$ cat config.mk
export PLATFORM = sky130hd
export DESIGN_NAME = bicubic_bezier_patch_eval
export DESIGN_NICKNAME = d
export VERILOG_FILES = /design/src/hw/rtl/bbp_pkg.sv /design/src/hw/rtl/bbp_lerp.sv /design/src/hw/rtl/bicubic_bezier_patch_eval.sv
export SDC_FILE = /design/constraint.sdc
export NUM_CORES = 2
export LEC_CHECK = 0
export BUFFER_PORTS_ARGS = -buffer_cell sky130_fd_sc_hd__clkbuf_2
export CORE_MARGIN = 5
export CORE_UTILIZATION = 52
export DETAILED_ROUTE_END_ITERATION = 6
export GPL_ROUTABILITY_DRIVEN = 0
export PLACE_DENSITY = 0.65
export SLEW_MARGIN = 20
export SYNTH_ARGS = -nofsm -noshare
export SYNTH_HDL_FRONTEND = slang
export SYNTH_SLANG_ARGS = --single-unit
$ cat constraint.sdc
create_clock -name clk -period 15.47 [get_ports clk]
set_input_delay 1.547 -clock clk [delete_from_list [all_inputs] [get_ports clk]]
set_output_delay 1.547 -clock clk [all_outputs]
set_load 0.02 [all_outputs]
$ cat src/hw/rtl/bbp_pkg.sv
// ----------------------------------------------------------------------------
// bbp_pkg
// Shared widths, field offsets and types for the bicubic Bezier patch evaluator.
// ----------------------------------------------------------------------------
package bbp_pkg;

  localparam int COORD_BITS      = 16;
  localparam int PARAM_FRAC_BITS = 16;
  localparam int PARAM_W         = PARAM_FRAC_BITS + 1;
  localparam int INDEX_W         = 4;
  localparam int NUM_POINTS      = 16;

  // command codes carried on tuser
  localparam logic CMD_LOAD = 1'b0;
  localparam logic CMD_EVAL = 1'b1;

  // request tdata layout, lowest bit first
  localparam int IN_INDEX_LO = 0;
  localparam int IN_X_LO     = IN_INDEX_LO + INDEX_W;
  localparam int IN_Y_LO     = IN_X_LO + COORD_BITS;
  localparam int IN_Z_LO     = IN_Y_LO + COORD_BITS;
  localparam int IN_U_LO     = IN_Z_LO + COORD_BITS;
  localparam int IN_V_LO     = IN_U_LO + PARAM_W;
  localparam int IN_FIELDS_W = IN_V_LO + PARAM_W;
  localparam int IN_DATA_W   = ((IN_FIELDS_W + 7) / 8) * 8;

  // result tdata layout, lowest bit first
  localparam int OUT_FIELDS_W = 3 * COORD_BITS + 2 * PARAM_W;
  localparam int OUT_DATA_W   = ((OUT_FIELDS_W + 7) / 8) * 8;

  localparam logic [PARAM_W-1:0] PARAM_ONE = PARAM_W'(1) << PARAM_FRAC_BITS;

  typedef logic signed [COORD_BITS-1:0] coord_t;
  typedef logic [PARAM_W-1:0]           param_t;

  typedef struct packed {
    coord_t z;
    coord_t y;
    coord_t x;
  } point_t;

endpackage

$ cat src/hw/rtl/bbp_lerp.sv
// ----------------------------------------------------------------------------
// bbp_lerp
// One de Casteljau step on a 3D point: p1 - round((p1 - p2) * t), saturated.
// ----------------------------------------------------------------------------
module bbp_lerp (
  input  bbp_pkg::point_t p1,
  input  bbp_pkg::point_t p2,
  input  bbp_pkg::param_t t,
  output bbp_pkg::point_t res
);

  localparam int PROD_W = bbp_pkg::COORD_BITS + bbp_pkg::PARAM_FRAC_BITS + 4;
  localparam logic signed [PROD_W-1:0] HALF =
    PROD_W'(1) <<< (bbp_pkg::PARAM_FRAC_BITS - 1);
  localparam logic signed [PROD_W-1:0] SAT_MAX =
    (PROD_W'(1) <<< (bbp_pkg::COORD_BITS - 1)) - PROD_W'(1);
  localparam logic signed [PROD_W-1:0] SAT_MIN = -SAT_MAX - PROD_W'(1);

  function automatic bbp_pkg::coord_t lerp1(input bbp_pkg::coord_t a,
                                            input bbp_pkg::coord_t b,
                                            input bbp_pkg::param_t tp);
    logic signed [PROD_W-1:0] diff;
    logic signed [PROD_W-1:0] tt;
    logic signed [PROD_W-1:0] prod;
    logic signed [PROD_W-1:0] r;
    logic signed [PROD_W-1:0] q;
    diff = PROD_W'(a) - PROD_W'(b);
    tt   = $signed(PROD_W'(tp));
    prod = diff * tt;
    r    = (prod + HALF) >>> bbp_pkg::PARAM_FRAC_BITS;  // floor after half-up bias
    q    = PROD_W'(a) - r;
    if (q > SAT_MAX) begin
      q = SAT_MAX;
    end else if (q < SAT_MIN) begin
      q = SAT_MIN;
    end
    return q[bbp_pkg::COORD_BITS-1:0];
  endfunction

  always_comb begin
    res.x = lerp1(p1.x, p2.x, t);
    res.y = lerp1(p1.y, p2.y, t);
    res.z = lerp1(p1.z, p2.z, t);
  end

endmodule

$ cat src/hw/rtl/bicubic_bezier_patch_eval.sv
// ----------------------------------------------------------------------------
// bicubic_bezier_patch_eval
// Bicubic Bezier patch evaluator, de Casteljau on one shared lerp unit.
// ----------------------------------------------------------------------------
// Usage:
//   Slave stream s_axis_*: tuser is the command. A load request (tuser = 0)
//   writes one control point (x, y, z, signed Q4.12) at slot row*4+col and is
//   taken with no result. An evaluate request (tuser = 1) brings
//   u and v in Q1.16; values above one are clamped to one.
//   Master stream m_axis_*: one result per evaluate request, holding the
//   surface point and the texture pair (u, 1 - v).
// Sequence:
//   An evaluation runs from acceptance to the result register as follows:
//   per row, 4 registered point reads, then 6 lerp steps; then the row
//   results move into the work registers, 6 lerp steps run across them,
//   and the result is handed off to the output register.
//   All three coordinates go through the lerp unit together, one dependent
//   step per cycle. s_axis_tready is low for the whole evaluation, so no
//   new request is taken until the result is handed off.
// Reset and stalls:
//   rst clears the sequencer and the output valid. The point store is not
//   cleared; evaluating before all 16 points are loaded gives undefined data.
//   A finished result waits in the output register while new requests are
//   taken; only when a second result is ready and the first is still stalled
//   does the sequencer hold.
// ----------------------------------------------------------------------------
module bicubic_bezier_patch_eval (
  input  logic                             clk,
  input  logic                             rst,
  input  logic                             s_axis_tvalid,
  output logic                             s_axis_tready,
  // point_index, load_x, load_y, load_z, param_u, param_v, zero pad
  input  logic [bbp_pkg::IN_DATA_W-1:0]    s_axis_tdata,
  // cmd
  input  logic                             s_axis_tuser,
  output logic                             m_axis_tvalid,
  input  logic                             m_axis_tready,
  // surf_x, surf_y, surf_z, tex_s, tex_t, zero pad
  output logic [bbp_pkg::OUT_DATA_W-1:0]   m_axis_tdata
);

  // sequencer states
  localparam logic [2:0] S_IDLE  = 3'd0;
  localparam logic [2:0] S_READ  = 3'd1;  // fetch one row of control points
  localparam logic [2:0] S_ULERP = 3'd2;  // six steps along a row at u
  localparam logic [2:0] S_VLOAD = 3'd3;  // row results into work registers
  localparam logic [2:0] S_VLERP = 3'd4;  // six steps across rows at v
  localparam logic [2:0] S_OUT   = 3'd5;  // hand off to output register

  logic [2:0] state;
  logic [1:0] row;
  logic [2:0] col;
  logic [2:0] step;

  bbp_pkg::point_t points [bbp_pkg::NUM_POINTS];
  bbp_pkg::point_t rd_data;
  bbp_pkg::point_t w [4];
  bbp_pkg::point_t rows [4];
  bbp_pkg::param_t u_reg;
  bbp_pkg::param_t v_reg;

  bbp_pkg::point_t op_a;
  bbp_pkg::point_t op_b;
  bbp_pkg::point_t lerp_res;
  bbp_pkg::param_t lerp_t;
  logic [1:0]      dest;

  bbp_pkg::param_t in_u;
  bbp_pkg::param_t in_v;
  bbp_pkg::point_t in_pt;
  logic [bbp_pkg::INDEX_W-1:0] in_index;
  logic accept;

  assign s_axis_tready = (state == S_IDLE);
  assign accept        = s_axis_tvalid && s_axis_tready;

  assign in_index = s_axis_tdata[bbp_pkg::IN_INDEX_LO +: bbp_pkg::INDEX_W];
  assign in_pt.x  = s_axis_tdata[bbp_pkg::IN_X_LO +: bbp_pkg::COORD_BITS];
  assign in_pt.y  = s_axis_tdata[bbp_pkg::IN_Y_LO +: bbp_pkg::COORD_BITS];
  assign in_pt.z  = s_axis_tdata[bbp_pkg::IN_Z_LO +: bbp_pkg::COORD_BITS];
  assign in_u     = s_axis_tdata[bbp_pkg::IN_U_LO +: bbp_pkg::PARAM_W];
  assign in_v     = s_axis_tdata[bbp_pkg::IN_V_LO +: bbp_pkg::PARAM_W];

  // in-place triangle: pairs (0,1) (1,2) (2,3) (0,1) (1,2) (0,1)
  always_comb begin
    case (step)
      3'd1, 3'd4: begin
        op_a = w[1];
        op_b = w[2];
        dest = 2'd1;
      end
      3'd2: begin
        op_a = w[2];
        op_b = w[3];
        dest = 2'd2;
      end
      default: begin
        op_a = w[0];
        op_b = w[1];
        dest = 2'd0;
      end
    endcase
  end

  assign lerp_t = (state == S_VLERP) ? v_reg : u_reg;

  bbp_lerp u_lerp (
    .p1  (op_a),
    .p2  (op_b),
    .t   (lerp_t),
    .res (lerp_res)
  );

  // point store and its registered read port
  always_ff @(posedge clk) begin
    if (accept && s_axis_tuser == bbp_pkg::CMD_LOAD) begin
      points[in_index] <= in_pt;
    end
    if (state == S_READ && !col[2]) begin
      rd_data <= points[{row, col[1:0]}];
    end
  end

  // work registers and parameters
  always_ff @(posedge clk) begin
    if (accept && s_axis_tuser == bbp_pkg::CMD_EVAL) begin
      u_reg <= (in_u > bbp_pkg::PARAM_ONE) ? bbp_pkg::PARAM_ONE : in_u;
      v_reg <= (in_v > bbp_pkg::PARAM_ONE) ? bbp_pkg::PARAM_ONE : in_v;
    end
    case (state)
      S_READ: begin
        if (col != 3'd0) begin
          w[2'(col - 3'd1)] <= rd_data;
        end
      end
      S_ULERP: begin
        w[dest] <= lerp_res;
        if (step == 3'd5) begin
          rows[row] <= lerp_res;
        end
      end
      S_VLOAD: begin
        w[0] <= rows[0];
        w[1] <= rows[1];
        w[2] <= rows[2];
        w[3] <= rows[3];
      end
      S_VLERP: begin
        w[dest] <= lerp_res;
      end
      default: begin
      end
    endcase
  end

  // sequencer
  always_ff @(posedge clk) begin
    if (rst) begin
      state <= S_IDLE;
      row   <= 2'd0;
      col   <= 3'd0;
      step  <= 3'd0;
    end else begin
      case (state)
        S_IDLE: begin
          if (accept && s_axis_tuser == bbp_pkg::CMD_EVAL) begin
            state <= S_READ;
            row   <= 2'd0;
            col   <= 3'd0;
          end
        end
        S_READ: begin
          col <= col + 3'd1;
          if (col == 3'd4) begin
            state <= S_ULERP;
            step  <= 3'd0;
          end
        end
        S_ULERP: begin
          step <= step + 3'd1;
          if (step == 3'd5) begin
            if (row == 2'd3) begin
              state <= S_VLOAD;
            end else begin
              state <= S_READ;
              row   <= row + 2'd1;
              col   <= 3'd0;
            end
          end
        end
        S_VLOAD: begin
          state <= S_VLERP;
          step  <= 3'd0;
        end
        S_VLERP: begin
          step <= step + 3'd1;
          if (step == 3'd5) begin
            state <= S_OUT;
          end
        end
        S_OUT: begin
          if (!m_axis_tvalid || m_axis_tready) begin
            state <= S_IDLE;
          end
        end
        default: begin
          state <= S_IDLE;
        end
      endcase
    end
  end

  // output register
  always_ff @(posedge clk) begin
    if (rst) begin
      m_axis_tvalid <= 1'b0;
    end else if (state == S_OUT && (!m_axis_tvalid || m_axis_tready)) begin
      m_axis_tvalid <= 1'b1;
    end else if (m_axis_tready) begin
      m_axis_tvalid <= 1'b0;
    end
  end

  always_ff @(posedge clk) begin
    if (state == S_OUT && (!m_axis_tvalid || m_axis_tready)) begin
      m_axis_tdata <= bbp_pkg::OUT_DATA_W'({bbp_pkg::PARAM_ONE - v_reg, u_reg,
                                            w[0].z, w[0].y, w[0].x});
    end
  end

endmodule
==> flow_summary.html <==
<table>
<tr><th>Metric</th><th>Value</th></tr>
<tr><th colspan="2">Routing</th></tr>
<tr><td>Post-DRT Antenna Nets</td><td>0</td></tr>
<tr><td>Detail-routed net length per standard cell</td><td>23.4 µm</td></tr>
<tr><td>Wire length reported by the detailed router</td><td>214,000 µm</td></tr>
<tr><td>Detailed-routing iteration count for the pre-antenna-repair pass</td><td>6</td></tr>
<tr><td>Number of remaining DRC errors</td><td>0</td></tr>
<tr><td>Average vias per placed instance</td><td>5.78</td></tr>
<tr><td>Iteration-0 DRC count of the detailed router</td><td>4,174</td></tr>
<tr><td>Total via count after detailed routing</td><td>52,800</td></tr>
<tr><th colspan="2">Synth</th></tr>
<tr><td>EDFF count, synth</td><td>1,316</td></tr>
<tr><td>Distinct cells, synth</td><td>98</td></tr>
<tr><td>Netlist area before placement</td><td>84,500 µm²</td></tr>
<tr><td>Synth async-reset ratio</td><td>0%</td></tr>
<tr><td>Sequential area share after synthesis</td><td>47.0%</td></tr>
<tr><td>Cells after synthesis</td><td>6,618</td></tr>
<tr><td>Post-synth top flop</td><td>sky130_fd_sc_hd__edfxtp_1</td></tr>
<tr><td>Most area-consuming cells after synthesis</td><td>sky130_fd_sc_hd__edfxtp_1, sky130_fd_sc_hd__fa_1, sky130_fd_sc_hd__ha_1</td></tr>
<tr><td>Top cells by instance count after synthesis</td><td>sky130_fd_sc_hd__edfxtp_1, sky130_fd_sc_hd__inv_1, sky130_fd_sc_hd__nand2_1</td></tr>
<tr><td>Top cell type by total area after synthesis</td><td>sky130_fd_sc_hd__edfxtp_1</td></tr>
<tr><td>#FFs+latches synth</td><td>1,328</td></tr>
<tr><td>Ys Warns</td><td>0</td></tr>
<tr><td>Avg Synthesized Cell Area</td><td>12.8 µm²</td></tr>
<tr><td>Dominant cell by count in the synthesized netlist</td><td>sky130_fd_sc_hd__edfxtp_1</td></tr>
<tr><td>Area share of the leading cell type in the synthesized netlist</td><td>46.8%</td></tr>
<tr><th colspan="2">STA</th></tr>
<tr><td>Max-slew violation count</td><td>0</td></tr>
<tr><td>Min Clock Period, post-route</td><td>14.60 ns</td></tr>
<tr><td>Final setup violation count</td><td>0</td></tr>
<tr><td>Highest Clock Rate</td><td>68.5 MHz</td></tr>
<tr><td>Clock skew after layout</td><td>0.0519 ns</td></tr>
<tr><td>Worst hold slack</td><td>0.466 ns</td></tr>
<tr><td>Hold violation count in the final report</td><td>0</td></tr>
<tr><td>Headroom to the max-slew limit</td><td>18.7%</td></tr>
<tr><td>Final cycle utilization of the critical path</td><td>94.4%</td></tr>
<tr><td>Slew @ Worst Pin</td><td>1.21 ns</td></tr>
<tr><th colspan="2">Clock tree</th></tr>
<tr><td>Inserted Clock Buffers</td><td>136</td></tr>
<tr><td>Buffer levels on the longest clock path</td><td>3</td></tr>
<tr><td>Hold buffers post-CTS</td><td>0</td></tr>
<tr><td>CTS tree</td><td>done</td></tr>
<tr><td>Clk sinks</td><td>1,328</td></tr>
<tr><td>Clock latency at the later pin of the worst-skew pair</td><td>0.80 ns</td></tr>
<tr><td>Cell at the root of the clock tree</td><td>sky130_fd_sc_hd__clkbuf_16</td></tr>
<tr><td>H-tree Lvls</td><td>4</td></tr>
<tr><td>Clock slew seen by the registers of the worst setup and hold paths</td><td>0.06 ns</td></tr>
<tr><th colspan="2">Die</th></tr>
<tr><td>Number of top-level pins</td><td>183</td></tr>
<tr><td>Die Wd</td><td>413 µm</td></tr>
<tr><td>Vertical extent of the die</td><td>413 µm</td></tr>
<tr><td>Die area</td><td>171,000 µm²</td></tr>
<tr><td>Standard-cell rows</td><td>148</td></tr>
<tr><td>Core footprint</td><td>162,000 µm²</td></tr>
<tr><td>Starting density of the core</td><td>52.1%</td></tr>
<tr><th colspan="2">Critical path</th></tr>
<tr><td>Worst endpoint data arrival time</td><td>15.11 ns</td></tr>
<tr><td>Worst reg2reg setup slack</td><td>0.87 ns</td></tr>
<tr><td>Biggest cell delay along the critical path</td><td>0.64 ns</td></tr>
<tr><td>Family with the most delay on the worst path</td><td>compound AO/OA/AOI/OAI gates</td></tr>
<tr><td>Kind of end point of the critical path</td><td>flop</td></tr>
<tr><td>Max stage delay cell, worst path</td><td>sky130_fd_sc_hd__dfxtp_1</td></tr>
<tr><td>Highest fanout seen on the critical path</td><td>21</td></tr>
<tr><td>Crit path kind</td><td>flop to flop</td></tr>
<tr><td>Category of the worst setup path launch point</td><td>flop</td></tr>
<tr><td>WP buf/inv</td><td>7</td></tr>
<tr><td>Data required time at the worst endpoint</td><td>15.98 ns</td></tr>
<tr><th colspan="2">Finish</th></tr>
<tr><td>Share of layout cells above drive strength 1</td><td>13.5%</td></tr>
<tr><td>Most flop-heavy register</td><td>points</td></tr>
<tr><td>Layout overhead on the synthesized area</td><td>10.6%</td></tr>
<tr><td>Leading registers by flop count</td><td>points: 768 flops, rows: 192 flops, w: 192 flops</td></tr>
<tr><td>Final layout net count</td><td>8,090</td></tr>
<tr><td>Flip-flop count of the largest register after layout</td><td>768</td></tr>
<tr><th colspan="2">Placement</th></tr>
<tr><td>Count of input and output buffers</td><td>174</td></tr>
<tr><td>DPL Wire Length</td><td>144,000 µm</td></tr>
<tr><th colspan="2">Global route</th></tr>
<tr><td>Congestion Overflow GR</td><td>0</td></tr>
<tr><td>Largest net degree at the start of global routing</td><td>98</td></tr>
<tr><td>Number of global-route vias before repair</td><td>54,400</td></tr>
<tr><td>Global-route wire length before repair</td><td>328,000 µm</td></tr>
<tr><td>Overall track demand over capacity in global routing</td><td>25.4%</td></tr>
<tr><td>Number of antenna violations at the first check in global routing</td><td>13</td></tr>
<tr><th colspan="2">Hold path</th></tr>
<tr><td>Min-delay worst type</td><td>flop to flop</td></tr>
<tr><th colspan="2">Flow run</th></tr>
<tr><td>Max-cap violations</td><td>0</td></tr>
<tr><th colspan="2">Run status</th></tr>
<tr><td>Result of the run</td><td>completed</td></tr>
</table>
==> area by class of cell <==
class                           instances  area [µm²]
Timing Repair Buffer                  352        2250
Fill cell                           13000       68700
Inverter                              923        3470
Clock inverter                         80        1080
Sequential cell                      1328       39800
Antenna cell                            5        12.5
Clock buffer                          168        3550
Multi-Input combinational cell       4094       40700
Tap cell                             2175        2720
==> cell families after synthesis <==
logic type	after synthesis	share of synthesized area, %
and+or+nand+nor	1610	8.48
DFF	1328	47.0
buffers and inverters	1202	5.40
adders and majority gates	1171	23.3
AOI/OAI and AO/OA	872	7.19
muxes	288	6.99
xor gates and xnor gates	146	1.56
other	1	0.00444
==> metal layers <==
layer / GRT usage (%) / wire length, µm / vias up
met5: 0 / 55 / -
met4: 7.83 / 6930 / 8
met3: 4.27 / 14900 / 382
met2: 42.2 / 104000 / 1862
met1: 34.7 / 88100 / 27000
li1: - / - / 23500
==> metrics by stage <==
stage / instances / TNS [ns] / util (%) / worst slack [ns] / instance area [µm²]
after floorplan: 6623 / 0 / - / 1.19 / 84500
after global placement: 8854 / 0 / 54.6 / 0.303 / 88500
after detailed placement: 8854 / 0 / 54.6 / 0.126 / 88500
after CTS: 9102 / 0 / 57.4 / 0.0598 / 93200
after global routing: 9120 / -0.000384 / 57.6 / -0.000339 / 93500
final: 9125 / 0 / 57.6 / 0.869 / 93500
==> cell usage in the layout (no fill, tap or decap), drive strengths merged, types with 25 or more instances in the layout <==
master	count
xor2	52
o21bai	25
and2	93
clkbuf	342
nand2b	56
mux4	240
a21o	111
o21a	36
a22oi	47
buf	178
mux2i	28
clkinv	63
nor2	401
ha	484
a221o	69
a21oi	235
nand2	709
inv	922
nand3	72
a22o	45
nor3	95
fa	678
nor2b	57
edfxtp	1316
o21ai	134
xnor2	94
==> worst paths after layout <==
path,start,endpoint,cells past startpoint
setup / recovery,step[2],w[0][3],61
hold / removal,w[0][47],m_axis_tdata[47],0
setup reg to reg,step[2],w[0][3],61
hold reg to reg,w[0][47],m_axis_tdata[47],0
==> what timing repair did <==
action                     in CTS  in global routing
setup buffers                   0                 16
resized for setup               0                 49
setup endpoints to repair       0                376
Power is left out: the tool's default activity adds up to more than one toggle a clock period on the data nets, which glitch-free logic cannot reach.
